$ cat config.mk
export PLATFORM = sky130hd
export DESIGN_NAME = iir_filter_df2t_top
export DESIGN_NICKNAME = d
export VERILOG_FILES = /design/src/rtl/iir_df2t_pkg.sv /design/src/rtl/iir_filter_df2t_top.sv
export SDC_FILE = /design/constraint.sdc
export NUM_CORES = 2
export LEC_CHECK = 0
export ABC_AREA = 0
export BUFFER_PORTS_ARGS = -buffer_cell sky130_fd_sc_hd__buf_2
export CAP_MARGIN = 20
export CELL_PAD_IN_SITES_DETAIL_PLACEMENT = 1
export CELL_PAD_IN_SITES_GLOBAL_PLACEMENT = 1
export CORE_ASPECT_RATIO = 1.2
export CORE_MARGIN = 4
export CORE_UTILIZATION = 45
export CTS_CLUSTER_DIAMETER = 150
export DETAILED_ROUTE_END_ITERATION = 6
export HOLD_SLACK_MARGIN = 0.06
export PLACE_DENSITY = 0.7
export REMOVE_ABC_BUFFERS = 1
export SYNTH_ARGS = -nofsm -noshare
export SYNTH_HDL_FRONTEND = slang
export SYNTH_SLANG_ARGS = --single-unit
$ cat constraint.sdc
create_clock -name clk_i -period 11.5 [get_ports clk_i]
set_input_delay 2.875 -clock clk_i [delete_from_list [all_inputs] [get_ports clk_i]]
set_output_delay 2.875 -clock clk_i [all_outputs]
set_load 0.1 [all_outputs]
$ cat src/rtl/iir_df2t_pkg.sv
// Constants shared by the DF-II transposed IIR filter: coefficient format,
// delay stage width and configuration register indexes. No dependencies.
`timescale 1ns / 1ps

package iir_df2t_pkg;

  localparam int unsigned COEF_W    = 18;  // Q3.14 coefficients
  localparam int unsigned FRAC_BITS = 14;
  localparam int unsigned DELAY_W   = 40;
  localparam int unsigned NUM_REGS  = 8;
  localparam int unsigned CFG_IDX_W = 4;   // room for indexes beyond the list
  localparam int unsigned ORDER_W   = 2;

  // Register indexes
  localparam logic [CFG_IDX_W-1:0] REG_ORDER = CFG_IDX_W'(0);
  localparam logic [CFG_IDX_W-1:0] REG_B0    = CFG_IDX_W'(1);

  // Coefficient store slots: b0..b3 then a1..a3
  localparam int unsigned NUM_COEF  = NUM_REGS - 1;
  localparam logic [2:0]  SLOT_B0   = 3'd0;
  localparam logic [2:0]  SLOT_B1   = 3'd1;
  localparam logic [2:0]  SLOT_A1   = 3'd4;

  localparam logic [ORDER_W-1:0]        ORDER_RESET = 2'd2;
  localparam logic signed [COEF_W-1:0]  B0_RESET    = 18'sd16384;

endpackage

$ cat src/rtl/iir_filter_df2t_top.sv
// Direct form II transposed IIR filter, orders 0 to MAX_ORDER, with one
// shared multiplier and a small sequencer. Depends on iir_df2t_pkg.
`timescale 1ns / 1ps

//  channel | handshake                 | payload
//  --------+---------------------------+-------------------------------
//  in      | in_valid_i / in_stall_o   | sample_in_i
//  out     | out_valid_o / out_stall_i | sample_out_o, saturated_o
//  cfg     | cfg_valid_i / cfg_ready_o | cfg_index_i, cfg_data_i
//
// Each sample runs from accept to the output register through the b0 product,
// accumulate and round steps, then for each of the n stages in use (n the order
// clamped to MAX_ORDER) feedforward product, accumulate while the feedback
// product runs, and subtract and saturate; a last step loads the result.
// in_stall_o is high while a sample is in work, so the next accept comes in the
// cycle after the load at the earliest.
// A result waiting in the output register does not block the next accept, only
// the hand-off of the next result: the sequencer holds in S_OUT meanwhile.
// Reset clears the delay line and loads the register reset values.

module iir_filter_df2t_top #(
  parameter int unsigned MAX_ORDER    = 3,
  parameter int unsigned SAMPLE_WIDTH = 16
) (
  input  logic                                     clk_i,
  input  logic                                     rst_ni,
  input  logic                                     in_valid_i,
  output logic                                     in_stall_o,
  input  logic signed [SAMPLE_WIDTH-1:0]           sample_in_i,
  output logic                                     out_valid_o,
  input  logic                                     out_stall_i,
  output logic signed [SAMPLE_WIDTH-1:0]           sample_out_o,
  output logic                                     saturated_o,
  input  logic                                     cfg_valid_i,
  output logic                                     cfg_ready_o,
  input  logic [iir_df2t_pkg::CFG_IDX_W-1:0]       cfg_index_i,
  input  logic [iir_df2t_pkg::COEF_W-1:0]          cfg_data_i
);

  localparam int unsigned SW     = SAMPLE_WIDTH;
  localparam int unsigned CW     = iir_df2t_pkg::COEF_W;
  localparam int unsigned DW     = iir_df2t_pkg::DELAY_W;
  localparam int unsigned FB     = iir_df2t_pkg::FRAC_BITS;
  localparam int unsigned PROD_W = CW + SW;
  localparam int unsigned ACC_W  = ((DW > PROD_W) ? DW : PROD_W) + 2;
  localparam int unsigned JW     = (MAX_ORDER > 1) ? $clog2(MAX_ORDER) : 1;
  localparam int unsigned NW     = $clog2(MAX_ORDER + 1);
  localparam int unsigned OW     = iir_df2t_pkg::ORDER_W;

  localparam logic signed [ACC_W-1:0] RND_HALF = ACC_W'(64'sd1 <<< (FB - 1));
  localparam logic signed [ACC_W-1:0] Y_MAX    = ACC_W'((64'sd1 <<< (SW - 1)) - 64'sd1);
  localparam logic signed [ACC_W-1:0] Y_MIN    = ACC_W'(-(64'sd1 <<< (SW - 1)));
  localparam logic signed [ACC_W-1:0] D_MAX    = ACC_W'((64'sd1 <<< (DW - 1)) - 64'sd1);
  localparam logic signed [ACC_W-1:0] D_MIN    = ACC_W'(-(64'sd1 <<< (DW - 1)));

  typedef enum logic [2:0] {
    S_IDLE,
    S_MB0,   // b0 * x
    S_AB0,   // acc = b0*x + z0
    S_RND,   // round and clip y
    S_MB,    // b[j+1] * x
    S_AB,    // acc = b[j+1]*x + z[j+1], start a[j+1] * y
    S_AA,    // z[j] = sat(acc - a[j+1]*y)
    S_OUT
  } state_e;

  state_e                    state_q, state_d;
  logic [OW-1:0]             order_q;
  logic signed [CW-1:0]      coef_q [iir_df2t_pkg::NUM_COEF];
  logic signed [DW-1:0]      z_q [MAX_ORDER];
  logic [NW-1:0]             n_q, n_d;
  logic [JW-1:0]             j_q;
  logic                      out_valid_q;
  logic signed [SW-1:0]      sample_out_q;
  logic                      sat_q;

  // Datapath registers, no reset
  logic signed [SW-1:0]      x_q, y_q, y_d;
  logic                      clip_q, clip_d;
  logic signed [PROD_W-1:0]  prod_q, prod_d;
  logic signed [ACC_W-1:0]   acc_q, acc_d;

  logic [2:0]                coef_idx;
  logic                      sel_y;
  logic signed [CW-1:0]      mul_coef;
  logic signed [SW-1:0]      mul_smp;
  logic signed [ACC_W-1:0]   prod_ext, z_next, diff, y_wide, rnd;
  logic signed [DW-1:0]      z_new;
  logic [NW:0]               j_ext, j_inc, n_ext;
  logic                      out_load;

  assign in_stall_o   = (state_q != S_IDLE);
  assign out_valid_o  = out_valid_q;
  assign sample_out_o = sample_out_q;
  assign saturated_o  = sat_q;
  assign cfg_ready_o  = 1'b1;

  assign j_ext = (NW + 1)'(j_q);
  assign j_inc = j_ext + (NW + 1)'(1);
  assign n_ext = (NW + 1)'(n_q);

  // Clamp the order register to the stages built
  assign n_d = (order_q > OW'(MAX_ORDER)) ? NW'(MAX_ORDER) : NW'(order_q);

  // Shared multiplier operand select
  always_comb begin
    coef_idx = iir_df2t_pkg::SLOT_B0;
    sel_y    = 1'b0;
    case (state_q)
      S_MB:    coef_idx = 3'(j_q) + iir_df2t_pkg::SLOT_B1;
      S_AB: begin
        coef_idx = 3'(j_q) + iir_df2t_pkg::SLOT_A1;
        sel_y    = 1'b1;
      end
      default: coef_idx = iir_df2t_pkg::SLOT_B0;
    endcase
  end

  assign mul_coef = coef_q[coef_idx];
  assign mul_smp  = sel_y ? y_q : x_q;
  assign prod_d   = PROD_W'(mul_coef) * PROD_W'(mul_smp);
  assign prod_ext = ACC_W'(prod_q);

  // Next delay stage into the sum, zero past the order in use
  always_comb begin
    z_next = '0;
    for (int k = 0; k < MAX_ORDER; k++) begin
      if (j_inc == (NW + 1)'(k) && j_inc < n_ext) begin
        z_next = ACC_W'(z_q[k]);
      end
    end
  end

  always_comb begin
    acc_d = acc_q;
    case (state_q)
      S_AB0:   acc_d = prod_ext + ((n_q != '0) ? ACC_W'(z_q[0]) : '0);
      S_AB:    acc_d = prod_ext + z_next;
      default: acc_d = acc_q;
    endcase
  end

  // Round half up, then clip to the sample range
  assign rnd    = acc_q + RND_HALF;
  assign y_wide = rnd >>> FB;
  always_comb begin
    clip_d = 1'b0;
    y_d    = y_wide[SW-1:0];
    if (y_wide > Y_MAX) begin
      y_d    = Y_MAX[SW-1:0];
      clip_d = 1'b1;
    end else if (y_wide < Y_MIN) begin
      y_d    = Y_MIN[SW-1:0];
      clip_d = 1'b1;
    end
  end

  // New delay stage value, saturated to the stage width
  assign diff = acc_q - prod_ext;
  always_comb begin
    z_new = diff[DW-1:0];
    if (diff > D_MAX) begin
      z_new = D_MAX[DW-1:0];
    end else if (diff < D_MIN) begin
      z_new = D_MIN[DW-1:0];
    end
  end

  assign out_load = (state_q == S_OUT) && (!out_valid_q || !out_stall_i);

  always_comb begin
    state_d = state_q;
    case (state_q)
      S_IDLE:  if (in_valid_i) state_d = S_MB0;
      S_MB0:   state_d = S_AB0;
      S_AB0:   state_d = S_RND;
      S_RND:   state_d = (n_q == '0) ? S_OUT : S_MB;
      S_MB:    state_d = S_AB;
      S_AB:    state_d = S_AA;
      S_AA:    state_d = (j_inc < n_ext) ? S_MB : S_OUT;
      S_OUT:   if (out_load) state_d = S_IDLE;
      default: state_d = S_IDLE;
    endcase
  end

  always_ff @(posedge clk_i) begin
    if (state_q == S_IDLE && in_valid_i) begin
      x_q <= sample_in_i;
    end
    if (state_q == S_MB0 || state_q == S_MB || state_q == S_AB) begin
      prod_q <= prod_d;
    end
    acc_q <= acc_d;
    if (state_q == S_RND) begin
      y_q    <= y_d;
      clip_q <= clip_d;
    end
  end

  always_ff @(posedge clk_i or negedge rst_ni) begin
    if (!rst_ni) begin
      state_q      <= S_IDLE;
      order_q      <= iir_df2t_pkg::ORDER_RESET;
      for (int i = 0; i < iir_df2t_pkg::NUM_COEF; i++) begin
        coef_q[i] <= (i == int'(iir_df2t_pkg::SLOT_B0)) ? iir_df2t_pkg::B0_RESET : '0;
      end
      for (int k = 0; k < MAX_ORDER; k++) begin
        z_q[k] <= '0;
      end
      n_q          <= '0;
      j_q          <= '0;
      out_valid_q  <= 1'b0;
      sample_out_q <= '0;
      sat_q        <= 1'b0;
    end else begin
      state_q <= state_d;

      if (cfg_valid_i) begin
        if (cfg_index_i == iir_df2t_pkg::REG_ORDER) begin
          order_q <= cfg_data_i[OW-1:0];
        end else if (cfg_index_i < iir_df2t_pkg::CFG_IDX_W'(iir_df2t_pkg::NUM_REGS)) begin
          coef_q[3'(cfg_index_i - iir_df2t_pkg::REG_B0)] <= cfg_data_i;
        end
      end

      if (state_q == S_IDLE && in_valid_i) begin
        n_q <= n_d;
      end

      case (state_q)
        S_RND: begin
          j_q <= '0;
          // Drop stages past the order in use
          for (int k = 0; k < MAX_ORDER; k++) begin
            if ((NW + 1)'(k) >= n_ext) begin
              z_q[k] <= '0;
            end
          end
        end
        S_AA: begin
          for (int k = 0; k < MAX_ORDER; k++) begin
            if (j_q == JW'(k)) begin
              z_q[k] <= z_new;
            end
          end
          if (j_inc < n_ext) begin
            j_q <= JW'(j_inc);
          end
        end
        default: ;
      endcase

      if (out_load) begin
        out_valid_q  <= 1'b1;
        sample_out_q <= y_q;
        sat_q        <= clip_q;
      end else if (!out_stall_i) begin
        out_valid_q  <= 1'b0;
      end
    end
  end

`ifndef ASSERT_OFF
  a_busy_after_accept: assert property (@(posedge clk_i) disable iff (!rst_ni)
    (in_valid_i && !in_stall_o) |=> in_stall_o)
    else $error("accepted a sample but did not go busy");

  a_tap_in_range: assert property (@(posedge clk_i) disable iff (!rst_ni)
    (state_q == S_MB || state_q == S_AB || state_q == S_AA) |-> (j_ext < n_ext))
    else $error("tap counter beyond order in use");

  a_result_from_seq: assert property (@(posedge clk_i) disable iff (!rst_ni)
    $rose(out_valid_q) |-> $past(state_q == S_OUT))
    else $error("result beat without a finished sample");

  a_clip_at_rail: assert property (@(posedge clk_i) disable iff (!rst_ni)
    (out_valid_q && sat_q) |->
      (sample_out_q == {1'b0, {(SW-1){1'b1}}} || sample_out_q == {1'b1, {(SW-1){1'b0}}}))
    else $error("saturated flag set but sample not at a rail");
`endif

endmodule

==> summary.txt <==
Status
  – Outcome: completed

CTS
  – Max Root-Sink Buffers: 3
  – Post-CTS Setup Inserts: 0
  – Post_cts resized: 0
  – # hold bufs at CTS: 0
  – CTS H-tree depth: 2
  – CTS tree: built
  – Clk pin slew, worst setup/hold paths: 0.06 ns
  – Root Driver: clkbuf_16
  – Clock sink count: 382
  – Clk Latency, worst-skew pair: 0.64 ns
  – Num CTS Buffers: 46

Floorplan
  – Die W: 261 um
  – Initial Utilization: 0.454
  – FP Rows: 111
  – Die H: 312 um
  – Core box area: 76200 sq um
  – DIE AREA: 81400 sq um
  – Top Ports: 63

Final layout
  – Layout cells sized above 1: 0.110
  – NumNets Final: 4204
  – Most frequent cells in the layout: nand2_1, inv_1, fa_1
  – Diode count: 0
  – Commonest non-fill, non-tap cell in the layout: nand2_1
  – Fillers: 8640
  – Layout area overhead: 9.18%
  – Multi-input gate area: 22400 sq um
  – Seq. cell area: 10100 sq um

Placement
  – Routability Congestion: 0.952
  – DP Wirelength: 89300 um
  – I/O Buffers: 61

Yosys
  – Syn Std Cell Area: 34600 sq um
  – Async SR Flop Fraction: 0.715
  – EDFF count, synth: 109
  – Syn Inst Count: 3639
  – Cell variety after synth: 82
  – Avg Inst Size Synth: 9.50 sq um
  – Yosys warning count: 0
  – Sequential share of the synthesized area: 0.292
  – Yosys reg bits: 382
  – Leading register cell type out of synthesis: dfrtp_1

GRT
  – Number of global-route vias before repair: 31000
  – Pin count of the biggest net entering global routing: 81
  – First-pass GRT wire length: 183000 um
  – GRT Total Usage: 0.288
  – Initial antenna violation count: 3
  – Total gr overflow: 0

STA
  – Skew final: 0.0342 ns
  – Tightest Pin Transition: 1.17 ns
  – Tmin final: 9.64 ns
  – RSZ-0062 raised after global routing: false
  – Final period utilization: 0.838
  – Final setup violation count: 0
  – Final TNS setup: 0 ns
  – FMAX: 104 MHz
  – Final Max Slew Viols: 0
  – Fin. Hold Viols: 0
  – Slew headroom: 0.219

Setup path
  – CP max stage delay: 0.86 ns
  – Crit path launch type: flop
  – Critical Path Most Common Cell: fa_1
  – CP bufs+invs: 4
  – Worst EP required: 11.86 ns
  – CP max stage cell: o21ai_1
  – R2R Setup Slk: 1.86 ns
  – Critical path peak fanout: 23
  – Worst path arrival time: 10.00 ns
  – Crit path max-delay family: adder cells
  – Setup crit end kind: flop
  – CP Class: reg2reg

Detailed routing
  – Post-route DRC: 0
  – Routed WL: 117000 um
  – DR vias/cell: 5.90
  – DRT iter0 DRCs: 1605
  – Post-DRT Antenna Nets: 0
  – Drt wl/cell: 24.9 um
  – DRT Pass-1 Iters: 5
  – DR vias: 27800

Worst hold path
  – Class of the worst hold path: reg2reg

Job
  – Max Cap Viol: 0
through the flow:
step / worst slack (ns) / instances / instance area [sq um] / hold WS [ns] / util
3_3_place_gp: 2.18 / 4615 / 36000 / 0.462 / 0.472
4_1_cts: 1.86 / 4704 / 37700 / 0.494 / 0.495
3_5_place_dp: 1.93 / 4619 / 36100 / 0.480 / 0.473
2_1_floorplan: 1.32 / 3486 / 33900 / 0.448 / -
6_report: 1.86 / 4706 / 37800 / 0.489 / 0.495
5_1_grt: 0.986 / 4706 / 37800 / 0.513 / 0.495
metal layers:
layer / vias to the layer above / track usage / part of all wire
li1: 12500 / - / -
met5: - / 0 / 0
met4: 0 / 0.106 / 0.042
met3: 209 / 0.0306 / 0.041
met1: 14400 / 0.361 / 0.41
met2: 668 / 0.514 / 0.51
Yosys cell counts (8+ instances only):
library cell / number / area share
a211oi_1: 24 / 0.0052
a21o_1: 80 / 0.017
a21oi_1: 157 / 0.023
a221o_1: 106 / 0.031
a22oi_1: 42 / 0.0091
a31oi_1: 22 / 0.0040
and2_1: 61 / 0.011
and3_1: 26 / 0.0047
buf_1: 8 / 0.00087
buf_2: 11 / 0.0016
buf_6: 10 / 0.0033
clkbuf_1: 120 / 0.013
dfrtp_1: 271 / 0.20
edfxtp_1: 109 / 0.095
fa_1: 294 / 0.17
ha_1: 215 / 0.078
inv_1: 417 / 0.045
mux2_2: 147 / 0.048
mux2i_1: 40 / 0.012
nand2_1: 431 / 0.047
nand2b_1: 33 / 0.0060
nand3_1: 56 / 0.0081
nand3b_1: 8 / 0.0017
nand4_1: 20 / 0.0036
nor2_1: 262 / 0.028
nor2b_1: 20 / 0.0036
nor3_1: 27 / 0.0039
nor4_1: 12 / 0.0022
o211ai_1: 21 / 0.0046
o21a_1: 41 / 0.0089
o21ai_0: 199 / 0.029
o21ai_1: 14 / 0.0020
o21bai_1: 22 / 0.0048
o31ai_1: 18 / 0.0039
or2_2: 15 / 0.0027
or3_1: 11 / 0.0020
xnor2_1: 97 / 0.025
xor2_1: 51 / 0.013
cells by family (layout without fill, tap and decap cells):
| family | Yosys count | count (layout) | synth area share |
|---|---|---|---|
| AND/OR/NAND/NOR | 1019 | 1019 | 0.135 |
| AO/OA/AOI/OAI | 823 | 823 | 0.163 |
| buffers and inverters | 570 | 620 | 0.0649 |
| adder cells (fa/ha/maj) | 509 | 509 | 0.248 |
| flip-flops | 382 | 382 | 0.292 |
| multiplexers | 187 | 187 | 0.0594 |
| XOR/XNOR | 148 | 148 | 0.0375 |
| other | 1 | 1 | 0.000108 |
path summary, 6_finish.rpt:
path,start,to,depth (start not counted)
max,state_q[0],prod_q[32],28
min,clip_q,saturated_o,1
min reg2reg,clip_q,saturated_o,1
max in group asynchronous,rst_ni,sample_out_o[9],3
max reg2reg,state_q[0],prod_q[32],28
min in group asynchronous,rst_ni,z_q[44],1
state kept, by name, summed over array words and instances (netlist names), 3 cells and up:
| name | cells |
|---|---|
| state_q | 3 |
| coef_q | 126 |
| y_q | 16 |
| sample_out_o | 16 |
| prod_q | 34 |
| x_q | 16 |
| z_q | 120 |
| acc_q | 42 |
worst reg2reg max path: cells and delay by family (launching register included):
kind	cells	cell delay, ns
xor+xnor	2	0.29
simple gates	5	1.21
flops	1	0.67
buf+inv	4	0.56
fa+ha+maj	7	3.45
compound gates	10	3.19
final cells by class:
type,count,share of cell area
Timing Repair Buffer,118,0.0213
Clock inverter,21,0.00736
Tap cell,1017,0.0337
Sequential cell,382,0.268
Clock buffer,64,0.0366
Inverter,417,0.0415
Multi-Input combinational cell,2687,0.592
Power is left out: the tool's default activity adds up to more than one toggle a clock period on the data nets, which glitch-free logic cannot reach.
